### src/rtl/core/rwt_pkg.sv
// Shared types and constants for the reference weight table.
// Used by rwt_ctrl, rwt_dp and the reference_weight_table top level.
package rwt_pkg;

  localparam int TABLE_DEPTH   = 8;
  localparam int MAX_LEVEL     = 255;
  localparam int MAX_NUMERATOR = 134217727;

  localparam int NUM_W  = 27;
  localparam int LVL_W  = 8;
  localparam int DIV_W  = 16;
  localparam int IDX_W  = $clog2(TABLE_DEPTH);
  localparam int CNT_W  = $clog2(TABLE_DEPTH + 1);
  localparam int BIT_W  = $clog2(NUM_W);
  localparam int ADDR_W = 3;

  localparam logic [NUM_W-1:0]  NUM_MAX = NUM_W'(MAX_NUMERATOR);
  localparam logic [ADDR_W-1:0] ADDR_SPLIT_DIVISOR = ADDR_W'(0);
  localparam logic [DIV_W-1:0]  DIVISOR_RESET = DIV_W'(2);

  typedef enum logic [1:0] {
    KIND_ISSUE = 2'd0,
    KIND_MERGE = 2'd1,
    KIND_DROP  = 2'd2,
    KIND_INIT  = 2'd3
  } kind_t;

  typedef struct packed {
    kind_t             kind;
    logic [NUM_W-1:0]  in_num;
    logic [LVL_W-1:0]  in_level;
  } item_t;

  typedef struct packed {
    logic [NUM_W-1:0]  out_num;
    logic [LVL_W-1:0]  out_level;
    logic              pair_valid;
    logic              last;
    logic              table_empty;
    logic              overflow;
  } result_t;

  typedef enum logic [2:0] {
    S_IDLE,
    S_ISSUE,
    S_DIV,
    S_APPLY,
    S_MERGE_CHK,
    S_MERGE,
    S_DROP,
    S_INIT
  } state_t;

  typedef enum logic [3:0] {
    OP_NONE,
    OP_ACCEPT,
    OP_DIV_INIT,
    OP_DIV_STEP,
    OP_ISSUE_APPLY,
    OP_SCAN_NEXT,
    OP_MERGE_ACT,
    OP_DROP_EMIT,
    OP_INIT_LOAD,
    OP_EMIT_OK,
    OP_EMIT_OVF
  } dp_op_t;

  typedef enum logic [1:0] {
    ISS_HEAD,
    ISS_SPLIT,
    ISS_STEAL
  } iss_case_t;

  typedef struct packed {
    logic iss_ovf;
    logic div_last;
    logic in_bad;
    logic in_zero;
    logic scan_hit;
    logic act_fin;
    logic cnt_zero;
    logic cnt_one;
  } dp_stat_t;

endpackage

### src/rtl/core/reference_weight_table.sv
// Top level of the reference weight table: configuration port, controller
// and datapath. Depends on rwt_pkg, rwt_ctrl and rwt_dp.
//
// Usage: present an item on item and raise start; it is taken at a clock edge
// where start is high and busy is low. Results appear on result for one cycle
// each, marked by strobe; the receiver cannot stall them. last marks the
// final result of an item.
// Issue work is dominated by the 27-step serial divider by split_divisor; a merge
// scans the table entries once per carry level; drop gives one result per cycle.
// One item is in work at a time, busy stays high until its last result.
// split_divisor is written through the APB port at address 0; the user must
// write it only while idle, which the block itself does not enforce;
// a value of 0 acts as 1.
// Reset (rst, synchronous) empties the table, sets split_divisor to 2 and
// returns to idle; no clearing pass is needed.
module reference_weight_table import rwt_pkg::*; (
  input  logic              clk,
  input  logic              rst,
  input  logic              start,
  output logic              busy,
  input  item_t             item,
  output logic              strobe,
  output result_t           result,
  input  logic              psel,
  input  logic              penable,
  input  logic              pwrite,
  input  logic [ADDR_W-1:0] paddr,
  input  logic [31:0]       pwdata,
  output logic [31:0]       prdata,
  output logic              pready
);

  logic [DIV_W-1:0] split_divisor;
  dp_op_t           op;
  dp_stat_t         stat;

  assign pready = 1'b1;
  assign prdata = (paddr == ADDR_SPLIT_DIVISOR) ? {{(32-DIV_W){1'b0}}, split_divisor} : '0;

  always_ff @(posedge clk) begin
    if (rst) begin
      split_divisor <= DIVISOR_RESET;
    end else if (psel && penable && pwrite && paddr == ADDR_SPLIT_DIVISOR) begin
      split_divisor <= pwdata[DIV_W-1:0];
    end
  end

  rwt_ctrl u_ctrl (
    .clk   (clk),
    .rst   (rst),
    .start (start),
    .kind  (item.kind),
    .stat  (stat),
    .busy  (busy),
    .op    (op)
  );

  rwt_dp u_dp (
    .clk    (clk),
    .rst    (rst),
    .op     (op),
    .item   (item),
    .alpha  (split_divisor),
    .stat   (stat),
    .strobe (strobe),
    .result (result)
  );

endmodule

### src/rtl/core/rwt_dp.sv
// Datapath of the reference weight table: pair table, backup copy,
// serial divider and result register. Depends on rwt_pkg.
module rwt_dp import rwt_pkg::*; (
  input  logic             clk,
  input  logic             rst,
  input  dp_op_t           op,
  input  item_t            item,
  input  logic [DIV_W-1:0] alpha,
  output dp_stat_t         stat,
  output logic             strobe,
  output result_t          result
);

  logic [NUM_W-1:0] num  [TABLE_DEPTH];
  logic [LVL_W-1:0] lvl  [TABLE_DEPTH];
  logic [NUM_W-1:0] bnum [TABLE_DEPTH];
  logic [LVL_W-1:0] blvl [TABLE_DEPTH];
  logic [CNT_W-1:0] cnt, bcnt;

  logic [NUM_W-1:0] e_r;
  logic [LVL_W-1:0] k_r;
  logic [CNT_W-1:0] idx;
  iss_case_t        case_r;
  logic [NUM_W-1:0] quot;
  logic [DIV_W-1:0] rem;
  logic [BIT_W-1:0] bitcnt;

  logic [DIV_W-1:0] a_eff;
  logic [DIV_W:0]   trial;
  logic             head_gt1, split_ok;
  logic [LVL_W:0]   lvl0p;
  logic [NUM_W-1:0] share, iss_cur, iss_left;
  logic [LVL_W-1:0] iss_lvl;
  logic [IDX_W-1:0] iss_sel, idx_i;
  logic             iss_rm;
  logic [NUM_W-1:0] cur_n;
  logic [LVL_W-1:0] cur_l;
  logic             at_end, need_ins, m_ovf;
  logic [NUM_W:0]   s;
  logic             s_lt, s_eq;
  logic             emit;
  result_t          res_next;

  assign a_eff    = (alpha == '0) ? DIV_W'(1) : alpha;
  assign trial    = {rem, quot[NUM_W-1]};
  assign head_gt1 = num[0] > NUM_W'(1);
  assign lvl0p    = {1'b0, lvl[0]} + (LVL_W+1)'(1);
  assign split_ok = (cnt < CNT_W'(2)) || ({1'b0, lvl[1]} > lvl0p);

  assign share    = (quot == '0) ? NUM_W'(1) : quot;
  assign iss_cur  = (case_r == ISS_SPLIT) ? NUM_MAX :
                    (case_r == ISS_STEAL) ? num[1] : num[0];
  assign iss_left = iss_cur - share;
  assign iss_rm   = iss_left == '0;
  assign iss_sel  = (case_r == ISS_STEAL) ? IDX_W'(1) : IDX_W'(0);
  assign iss_lvl  = (case_r == ISS_SPLIT) ? lvl0p[LVL_W-1:0] :
                    (case_r == ISS_STEAL) ? lvl[1] : lvl[0];

  assign idx_i    = idx[IDX_W-1:0];
  assign cur_n    = num[idx_i];
  assign cur_l    = lvl[idx_i];
  assign at_end   = idx == cnt;
  assign need_ins = at_end || (cur_l > k_r);
  assign m_ovf    = need_ins && (cnt >= CNT_W'(TABLE_DEPTH));
  assign s        = {1'b0, cur_n} + {1'b0, e_r};
  assign s_lt     = s < {1'b0, NUM_MAX};
  assign s_eq     = s == {1'b0, NUM_MAX};

  always_comb begin
    stat.iss_ovf  = !head_gt1 && split_ok && (int'(lvl0p) > MAX_LEVEL);
    stat.div_last = bitcnt == BIT_W'(NUM_W - 1);
    stat.in_bad   = (int'(k_r) > MAX_LEVEL) || (e_r > NUM_MAX);
    stat.in_zero  = (k_r == '0) || (e_r == '0);
    stat.scan_hit = at_end || (cur_l >= k_r);
    stat.act_fin  = need_ins || s_lt || (k_r == LVL_W'(1));
    stat.cnt_zero = cnt == '0;
    stat.cnt_one  = cnt == CNT_W'(1);
  end

  always_comb begin
    emit     = 1'b0;
    res_next = '0;
    res_next.last = 1'b1;
    res_next.table_empty = cnt == '0;
    case (op)
      OP_ISSUE_APPLY: begin
        emit = 1'b1;
        res_next.out_num     = share;
        res_next.out_level   = iss_lvl;
        res_next.pair_valid  = 1'b1;
        res_next.table_empty = iss_rm && (cnt == CNT_W'(1));
      end
      OP_MERGE_ACT: begin
        emit = m_ovf || stat.act_fin;
        res_next.overflow = m_ovf;
        if (m_ovf) begin
          res_next.table_empty = bcnt == '0;
        end else if (need_ins) begin
          res_next.table_empty = 1'b0;
        end else begin
          res_next.table_empty = s_eq && (cnt == CNT_W'(1));
        end
      end
      OP_DROP_EMIT: begin
        emit = 1'b1;
        res_next.out_num     = num[0];
        res_next.out_level   = lvl[0];
        res_next.pair_valid  = 1'b1;
        res_next.last        = cnt == CNT_W'(1);
        res_next.table_empty = 1'b1;
      end
      OP_INIT_LOAD: begin
        emit = 1'b1;
        res_next.table_empty = stat.in_zero;
      end
      OP_EMIT_OK: begin
        emit = 1'b1;
      end
      OP_EMIT_OVF: begin
        emit = 1'b1;
        res_next.overflow = 1'b1;
      end
      default: begin
        emit = 1'b0;
      end
    endcase
  end

  always_ff @(posedge clk) begin
    if (rst) begin
      cnt    <= '0;
      strobe <= 1'b0;
    end else begin
      strobe <= emit;
      result <= res_next;
      case (op)
        OP_ACCEPT: begin
          e_r  <= item.in_num;
          k_r  <= item.in_level;
          idx  <= '0;
          bnum <= num;
          blvl <= lvl;
          bcnt <= cnt;
          // an empty table starts from the whole weight
          if (item.kind == KIND_ISSUE && cnt == '0) begin
            num[0] <= NUM_MAX;
            lvl[0] <= LVL_W'(1);
            cnt    <= CNT_W'(1);
          end
        end
        OP_DIV_INIT: begin
          quot   <= head_gt1 ? num[0] : (split_ok ? NUM_MAX : num[1]);
          case_r <= head_gt1 ? ISS_HEAD : (split_ok ? ISS_SPLIT : ISS_STEAL);
          rem    <= '0;
          bitcnt <= '0;
        end
        OP_DIV_STEP: begin
          bitcnt <= bitcnt + BIT_W'(1);
          if (trial >= {1'b0, a_eff}) begin
            rem  <= DIV_W'(trial - {1'b0, a_eff});
            quot <= {quot[NUM_W-2:0], 1'b1};
          end else begin
            rem  <= trial[DIV_W-1:0];
            quot <= {quot[NUM_W-2:0], 1'b0};
          end
        end
        OP_ISSUE_APPLY: begin
          if (iss_rm) begin
            for (int j = 0; j < TABLE_DEPTH - 1; j++) begin
              if (j >= int'(iss_sel)) begin
                num[j] <= num[j+1];
                lvl[j] <= lvl[j+1];
              end
            end
            cnt <= cnt - CNT_W'(1);
          end else begin
            num[iss_sel] <= iss_left;
            lvl[iss_sel] <= iss_lvl;
          end
        end
        OP_SCAN_NEXT: begin
          idx <= idx + CNT_W'(1);
        end
        OP_MERGE_ACT: begin
          if (m_ovf) begin
            // roll back any carries already applied
            num <= bnum;
            lvl <= blvl;
            cnt <= bcnt;
          end else if (need_ins) begin
            for (int j = 1; j < TABLE_DEPTH; j++) begin
              if (j > int'(idx_i)) begin
                num[j] <= num[j-1];
                lvl[j] <= lvl[j-1];
              end
            end
            num[idx_i] <= e_r;
            lvl[idx_i] <= k_r;
            cnt <= cnt + CNT_W'(1);
          end else if (s_lt) begin
            num[idx_i] <= s[NUM_W-1:0];
          end else begin
            if (s_eq) begin
              for (int j = 0; j < TABLE_DEPTH - 1; j++) begin
                if (j >= int'(idx_i)) begin
                  num[j] <= num[j+1];
                  lvl[j] <= lvl[j+1];
                end
              end
              cnt <= cnt - CNT_W'(1);
            end else begin
              num[idx_i] <= NUM_W'(s - {1'b0, NUM_MAX});
            end
            // carry one unit into the next level up
            e_r <= NUM_W'(1);
            k_r <= k_r - LVL_W'(1);
            idx <= '0;
          end
        end
        OP_DROP_EMIT: begin
          for (int j = 0; j < TABLE_DEPTH - 1; j++) begin
            num[j] <= num[j+1];
            lvl[j] <= lvl[j+1];
          end
          cnt <= cnt - CNT_W'(1);
        end
        OP_INIT_LOAD: begin
          if (stat.in_zero) begin
            cnt <= '0;
          end else begin
            num[0] <= e_r;
            lvl[0] <= k_r;
            cnt    <= CNT_W'(1);
          end
        end
        default: begin
          cnt <= cnt;
        end
      endcase
    end
  end

  a_cnt_bound: assert property (@(posedge clk) disable iff (rst)
    cnt <= CNT_W'(TABLE_DEPTH))
    else $error("pair count beyond table depth");

  a_valid_no_ovf: assert property (@(posedge clk) disable iff (rst)
    strobe && result.pair_valid |-> !result.overflow)
    else $error("pair emitted with overflow");

  a_drop_cont: assert property (@(posedge clk) disable iff (rst)
    strobe && result.pair_valid && !result.last |=> strobe && result.pair_valid)
    else $error("drop sequence broken");

endmodule

### src/rtl/core/rwt_ctrl.sv
// Controller of the reference weight table: sequences datapath operations
// per item kind. Depends on rwt_pkg.
module rwt_ctrl import rwt_pkg::*; (
  input  logic     clk,
  input  logic     rst,
  input  logic     start,
  input  kind_t    kind,
  input  dp_stat_t stat,
  output logic     busy,
  output dp_op_t   op
);

  state_t state, state_next;

  always_ff @(posedge clk) begin
    if (rst) begin
      state <= S_IDLE;
    end else begin
      state <= state_next;
    end
  end

  assign busy = state != S_IDLE;

  always_comb begin
    state_next = state;
    op         = OP_NONE;
    case (state)
      S_IDLE: begin
        if (start) begin
          op = OP_ACCEPT;
          case (kind)
            KIND_ISSUE: state_next = S_ISSUE;
            KIND_MERGE: state_next = S_MERGE_CHK;
            KIND_DROP:  state_next = S_DROP;
            default:    state_next = S_INIT;
          endcase
        end
      end
      S_ISSUE: begin
        if (stat.iss_ovf) begin
          op = OP_EMIT_OVF;
          state_next = S_IDLE;
        end else begin
          op = OP_DIV_INIT;
          state_next = S_DIV;
        end
      end
      S_DIV: begin
        op = OP_DIV_STEP;
        if (stat.div_last) begin
          state_next = S_APPLY;
        end
      end
      S_APPLY: begin
        op = OP_ISSUE_APPLY;
        state_next = S_IDLE;
      end
      S_MERGE_CHK: begin
        if (stat.in_bad) begin
          op = OP_EMIT_OVF;
          state_next = S_IDLE;
        end else if (stat.in_zero) begin
          op = OP_EMIT_OK;
          state_next = S_IDLE;
        end else begin
          state_next = S_MERGE;
        end
      end
      S_MERGE: begin
        if (!stat.scan_hit) begin
          op = OP_SCAN_NEXT;
        end else begin
          op = OP_MERGE_ACT;
          if (stat.act_fin) begin
            state_next = S_IDLE;
          end
        end
      end
      S_DROP: begin
        if (stat.cnt_zero) begin
          op = OP_EMIT_OK;
          state_next = S_IDLE;
        end else begin
          op = OP_DROP_EMIT;
          if (stat.cnt_one) begin
            state_next = S_IDLE;
          end
        end
      end
      S_INIT: begin
        op = stat.in_bad ? OP_EMIT_OVF : OP_INIT_LOAD;
        state_next = S_IDLE;
      end
      default: begin
        state_next = S_IDLE;
      end
    endcase
  end

  a_accept_leaves_idle: assert property (@(posedge clk) disable iff (rst)
    start && !busy |=> busy)
    else $error("accepted item did not start work");

  a_op_idle: assert property (@(posedge clk) disable iff (rst)
    !busy && !start |-> op == OP_NONE)
    else $error("datapath op issued while idle");

  a_div_then_apply: assert property (@(posedge clk) disable iff (rst)
    state == S_DIV && stat.div_last |=> state == S_APPLY)
    else $error("divider end not followed by apply");

endmodule
### config.mk
export PLATFORM = sky130hd
export DESIGN_NAME = reference_weight_table
export DESIGN_NICKNAME = d
export VERILOG_FILES = /design/src/rtl/core/rwt_pkg.sv /design/src/rtl/core/reference_weight_table.sv /design/src/rtl/core/rwt_dp.sv /design/src/rtl/core/rwt_ctrl.sv
export SDC_FILE = /design/constraint.sdc
export NUM_CORES = 2
export LEC_CHECK = 0
export BUFFER_PORTS_ARGS = -buffer_cell sky130_fd_sc_hd__buf_2
export CAP_MARGIN = 25
export CORE_MARGIN = 4
export CORE_UTILIZATION = 24
export CTS_BUF_LIST = sky130_fd_sc_hd__clkbuf_8 sky130_fd_sc_hd__clkbuf_16
export DETAILED_ROUTE_END_ITERATION = 8
export PLACE_DENSITY = 0.47
export SYNTH_ARGS = -nofsm -noshare
export SYNTH_HDL_FRONTEND = slang
export SYNTH_SLANG_ARGS = --single-unit
### constraint.sdc
create_clock -name clk -period 46.5 [get_ports clk]
set_clock_uncertainty 0.2 [all_clocks]
set_input_delay 4.65 -clock clk [delete_from_list [all_inputs] [get_ports clk]]
set_output_delay 4.65 -clock clk [all_outputs]
set_load 0.005 [all_outputs]
Word level (Yosys, flattened, before mapping)

Index checks and enable logic that the tools add are counted.

Register bits after elaboration: 716
Latch bits: 0
Bits in writable memories: 0
Memory bits (read-only): 0
Bits of input ports: 78
Output and inout port bits: 74
Logic and storage cells: 425
Memories kept: 0

Add/subtract/negate cells: 10
$mul: 0
Div/mod/pow operators: 0
Order comparisons: 35
Equal/unequal tests: 63
Shift operators: 0
Muxes and demuxes: 203
Bitwise operators: 3
Reductions and logical operators: 61

Operator list:

| cell               | count |
|---|---|
| $mux 27            | 65 |
| $bwmux 216         | 4 |
| $mux 216           | 3 |
| $mux 8             | 62 |
| $pmux 162 s3       | 1 |
| $mux 189           | 2 |
| $mux 56            | 4 |
| $demux 27 s3       | 2 |
| $pmux 27 s2        | 3 |
| $pmux 48 s3        | 1 |
| $pmux 27 s5        | 1 |
| $bwmux 64          | 2 |
| $bmux 27 s3        | 1 |
| $logic_not 27->1   | 3 |
| $pmux 36 s2        | 1 |
| $mux 64            | 1 |
| $mux 4             | 13 |
| $demux 8 s3        | 2 |
| $mux 16            | 3 |
| $ne 6x3->1 const B | 7 |
| $reduce_and 6->1   | 7 |
| $pmux 8 s5         | 1 |
| $ne 4x1->1 const B | 8 |
| $pmux 16 s2        | 1 |
| other kinds (77)   | 177 |

Logic depth before layout (Yosys ltp)

Word-level depth: 15
Depth in mapped cells: 26
Depth with buffers taken out: 20

Hierarchy

A second synthesis with hierarchy kept.

Cells, all modules: 5990
Area total of the unflattened synthesis: 51136.5 µm²

Modules (own cells, without submodules):

| module                 | times used | cells an instance | area an instance (µm²) | seq. area each (µm²) |
|---|---|---|---|---|
| rwt_dp                 | 1          | 5827              | 49732.7                | 20880.0 |
| reference_weight_table | 1          | 107               | 994.7                  | 320.3 |
| rwt_ctrl               | 1          | 56                | 409.1                  | 60.1 |

Worst setup path after synthesis

Ideal clock, no wire load.

Path kind: input to register
From: input start
To: register u_dp.bcnt[0], enable pin
Setup time: 934 ps
Arrival time: 17055 ps
Data required time: 45366 ps
Slack: 28311 ps
Stages: 6
Path buffers: 0
Cell sequence: nor2_1 -> a211oi_1 -> a31oi_1 -> o21ai_0 -> nand2_1 -> nor2_1

Longest elaborated chain between the ends: 4

Ends and longest elaborated chain:

| element                    | line                         | RTL |
|---|---|---|
| start: declaration         | reference_weight_table.sv:19 | `input logic start,` |
| $mux 1                     | rwt_ctrl.sv:30               | `if (start) begin` |
| $pmux 4 s8                 | rwt_ctrl.sv:28               | `case (state)` |
| $eq 4x1->1                 | rwt_dp.sv:136                | `case (op)` |
| $reduce_and 2->1 (no line) | -                            |  |
| end signal: assignment     | rwt_dp.sv:143                | `bcnt <= cnt;` |
| end: declaration           | rwt_dp.sv:18                 | `logic [CNT_W-1:0] cnt, bcnt;` |

No other way between the ends.
A chain may end at the register's enable or synchronous reset.

Worst setup path after layout

From: register u_dp.idx[2]
To: register u_dp.num[161] (netlist bit), data pin

Longest elaborated chain between the ends: 12
Elaborated cells on any way between the ends: 41
Those cells by class: 2 x add/sub; 6 x order compare; 5 x eq/ne; 23 x mux; 1 x bitwise; 4 x reduce/logical

Ends and longest elaborated chain:

| element                                     | line          | RTL |
|---|---|---|
| start: declaration                          | rwt_dp.sv:22  | `logic [CNT_W-1:0] idx;` |
| start signal: assignment                    | rwt_dp.sv:182 | `idx <= idx + CNT_W'(1);` |
| $not 3->4 (not written as such)             | -             |  |
| $bmux 27 s3                                 | rwt_dp.sv:60  | `assign cur_n = num[idx_i];` |
| $mux 27 (not written as such) (2 in series) | rwt_dp.sv:60  |  |
| $add 27x27->28                              | rwt_dp.sv:65  | `assign s = {1'b0, cur_n} + {1'b0, e_r};` |
| $sub 27x27->27                              | rwt_dp.sv:212 | `num[idx_i] <= NUM_W'(s - {1'b0, NUM_MAX});` |
| $bwmux 216                                  | rwt_dp.sv:212 |  |
| $mux 189                                    | rwt_dp.sv:203 | `if (s_eq) begin` |
| $mux 216                                    | rwt_dp.sv:200 | `end else if (s_lt) begin` |
| $mux 216                                    | rwt_dp.sv:190 | `end else if (need_ins) begin` |
| $mux 216                                    | rwt_dp.sv:185 | `if (m_ovf) begin` |
| $pmux 162 s3 *                              | rwt_dp.sv:136 |  |
| end signal: assignment                      | rwt_dp.sv:187 | `num <= bnum;` |
| end signal: indexed assignment              | rwt_dp.sv:193 | `num[j] <= num[j-1];` |
| end signal: indexed assignment              | rwt_dp.sv:201 | `num[idx_i] <= s[NUM_W-1:0];` |
| end: declaration                            | rwt_dp.sv:14  | `logic [NUM_W-1:0] num [TABLE_DEPTH];` |

Every way passes the cells marked *; elsewhere a longest branch is shown, timed or not. The select of a mux whose other input is x is not followed.

==> reports/qor.txt <==
Worst-Margin Slew - 1.14 ns
# port buffers - 118
status - complete, no violations
Tcrit/Tclk final - 23.4%
DP Area - 0.0526 sq mm
CTS tree - yes
number of global-route vias before repair - 44991
TritonRoute pass-1 iters - 8
vias - 48335
main flop type after synthesis - edfxtp_1
Critical Path End Type - register
Syn Std Cell Area - 0.0491 sq mm
Min Hold Slack - 0.280 ns
final routed DRC violation total - 0
WL per Instance - 28.3 um
EDFF count, synth - 692
reg-to-reg slack, setup - 35.60 ns
CP arrival - 11.31 ns
crit path kind - register to register
Period minus WS final - 10.90 ns
CTS Root Cell - clkbuf_16
Worst Path Required - 46.91 ns
gpl congestion - 0.901
critical path's most frequent cell - buf_4
dpl cells - 8065
Core Util, Final - 27.5%
Max-slew headroom - 23.6%
RSZ-0062 raised after global routing - false
Crit path max-delay family - simple AND/OR/NAND/NOR gates
Worst-path clk slew - 0.06 ns
Leak - 18.8 nW
Final Hold Vio Count - 0
maximum VDD drop - 0.0354 mV
Synth Warn # - 0
die area - 0.212 sq mm
synth-to-layout area growth - 13.4%
Initial Utilization - 24.2%
cts repair resizes - 0
crit path max fanout - 42
Avg Cell Area, Syn - 8.70 sq um
nets@finish - 5678
sequential-to-total area share from yosys stat - 43.3%
# IOs - 152
largest area contributor in the netlist - edfxtp_1
Die Width - 460 um
crit-path max cell delay - 0.67 ns
GRT Residual Overflow - 0
CTS Hold Buffers Added - 0
Rows - 165
most common cell in the netlist - edfxtp_1
fraction of layout cells with a size suffix above 1 - 9.63%
max-cap violations - 0
pre-CTS setup slack - 35.88 ns
critical path buffer and inverter count - 8
total power - 2.92 mW
Routed Antenna Nets - 0
top cell type's share of synthesized area - 42.3%
clock buffer count from CTS - 94
largest net degree at the start of global routing - 142
Chip Height - 460 um
non-filler cells, final - 8243
Iteration-0 DRC Markers - 7053
post-layout instance area - 0.0557 sq mm
vias per cell - 5.86
maximum clock frequency - 91.8 MHz
HPWL after detailed placement - 148000 um
Worst setup SP type - register
Power Density - 52.5 mW/mm^2
GR Util All Layers - 21.1%
Skew-Pair Late Insertion Delay - 0.76 ns
setup_tns - 0 ns
Routed WL - 233000 um
fin worst setup slack - 35.60 ns
Hold/Removal Path Class - register to register
htree depth - 3
register bit total from synthesis - 716
ys async rst share - 0%
post-CTS setup repair buffer count - 0
number of distinct library cells after synthesis - 101
first-pass GRT wire length - 332000 um
antenna violations before repair - 10
CTS Buffer Depth - 3
top cells by count, synth - 692 x edfxtp_1, 665 x nand2_1, 641 x o21ai_0, 551 x a21oi_1, 521 x nor2_1
Slowest-stage cell, CP - buf_4
Area contributors post-synth - edfxtp_1 42%, o21ai_0 6.5%, a21oi_1 5.6%, nand2_1 5.1%, nor2_1 4.0%
Syn Inst Count - 5642
core area - 0.203 sq mm
Filler cells - 21573
Num Clock Sinks - 716
max-slew violation count - 0
Finish-stage setup viols - 0
-- worst paths after layout --
kind,start,endpoint,cells past startpoint
max,u_dp.idx[2],u_dp.num[161],25
min,split_divisor[0],split_divisor[0],2
max reg2reg,u_dp.idx[2],u_dp.num[161],25
min reg2reg,split_divisor[0],split_divisor[0],2
-- cells by family after synthesis --
logic type	share of synthesized area, %
muxes	3.26
buffers and inverters	5.18
xor gates and xnor gates	1.95
and+or+nand+nor	16.0
DFF	43.3
AOI/OAI and AO/OA	27.6
adders and majority gates	2.72
other	0.0153
-- tightest hold or removal path: stages (launching register included) --
cell     delay (ns)
dfxtp_1        0.32
nand2_1        0.06
a21oi_1        0.05
-- routing by layer --
metal	wire length, um	GRT usage [%]	vias up
met2	97500	31.0	3100
met4	9160	7.77	4
met3	27200	5.39	502
met1	99300	29.6	23761
met5	25	0	-
li1	-	-	20968
-- power by group --
part	internal, mW	switching, mW	total [mW]
registers	0.817	0.0678	0.885
clock network	0.400	0.322	0.722
logic	0.375	0.943	1.32
-- flip-flops by register name (all words and copies together), names as in the netlist, 27 cells and up --
register / cells
u_dp.bnum: 216
u_dp.num: 216
u_dp.blvl: 64
u_dp.lvl: 64
u_dp.result: 39
u_dp.e_r: 27
u_dp.quot: 27
-- cells in the final DEF (no fill, tap or decap), drive strengths merged, types with 37 or more instances in the layout --
master / instances
or3: 44
buf: 293
a211oi: 124
o31ai: 40
inv: 120
nand4: 45
a22o: 37
nor4: 39
o211ai: 77
nor2: 522
a221oi: 59
edfxtp: 692
nor3: 102
a22oi: 119
ha: 102
mux2i: 152
clkinv: 41
a31oi: 46
and3: 64
nand3: 121
nand2: 665
clkbuf: 96
o21ai: 682
nor2b: 43
a21oi: 552
o22ai: 107
and2: 44
xnor2: 73
-- cell type report --
class                           instances  area (sq um)  share of cell area, %
Sequential cell                       716         21300                   38.2
Antenna cell                            3          7.51                 0.0135
Tap cell                             2672          3340                   6.01
Multi-Input combinational cell       4294         25700                   46.2
Inverter                               95           357                  0.641
Clock buffer                           95          2380                   4.27
Clock inverter                         74           581                   1.04
Timing Repair Buffer                  294          1990                   3.58
Power figures use the tool's default switching activity.
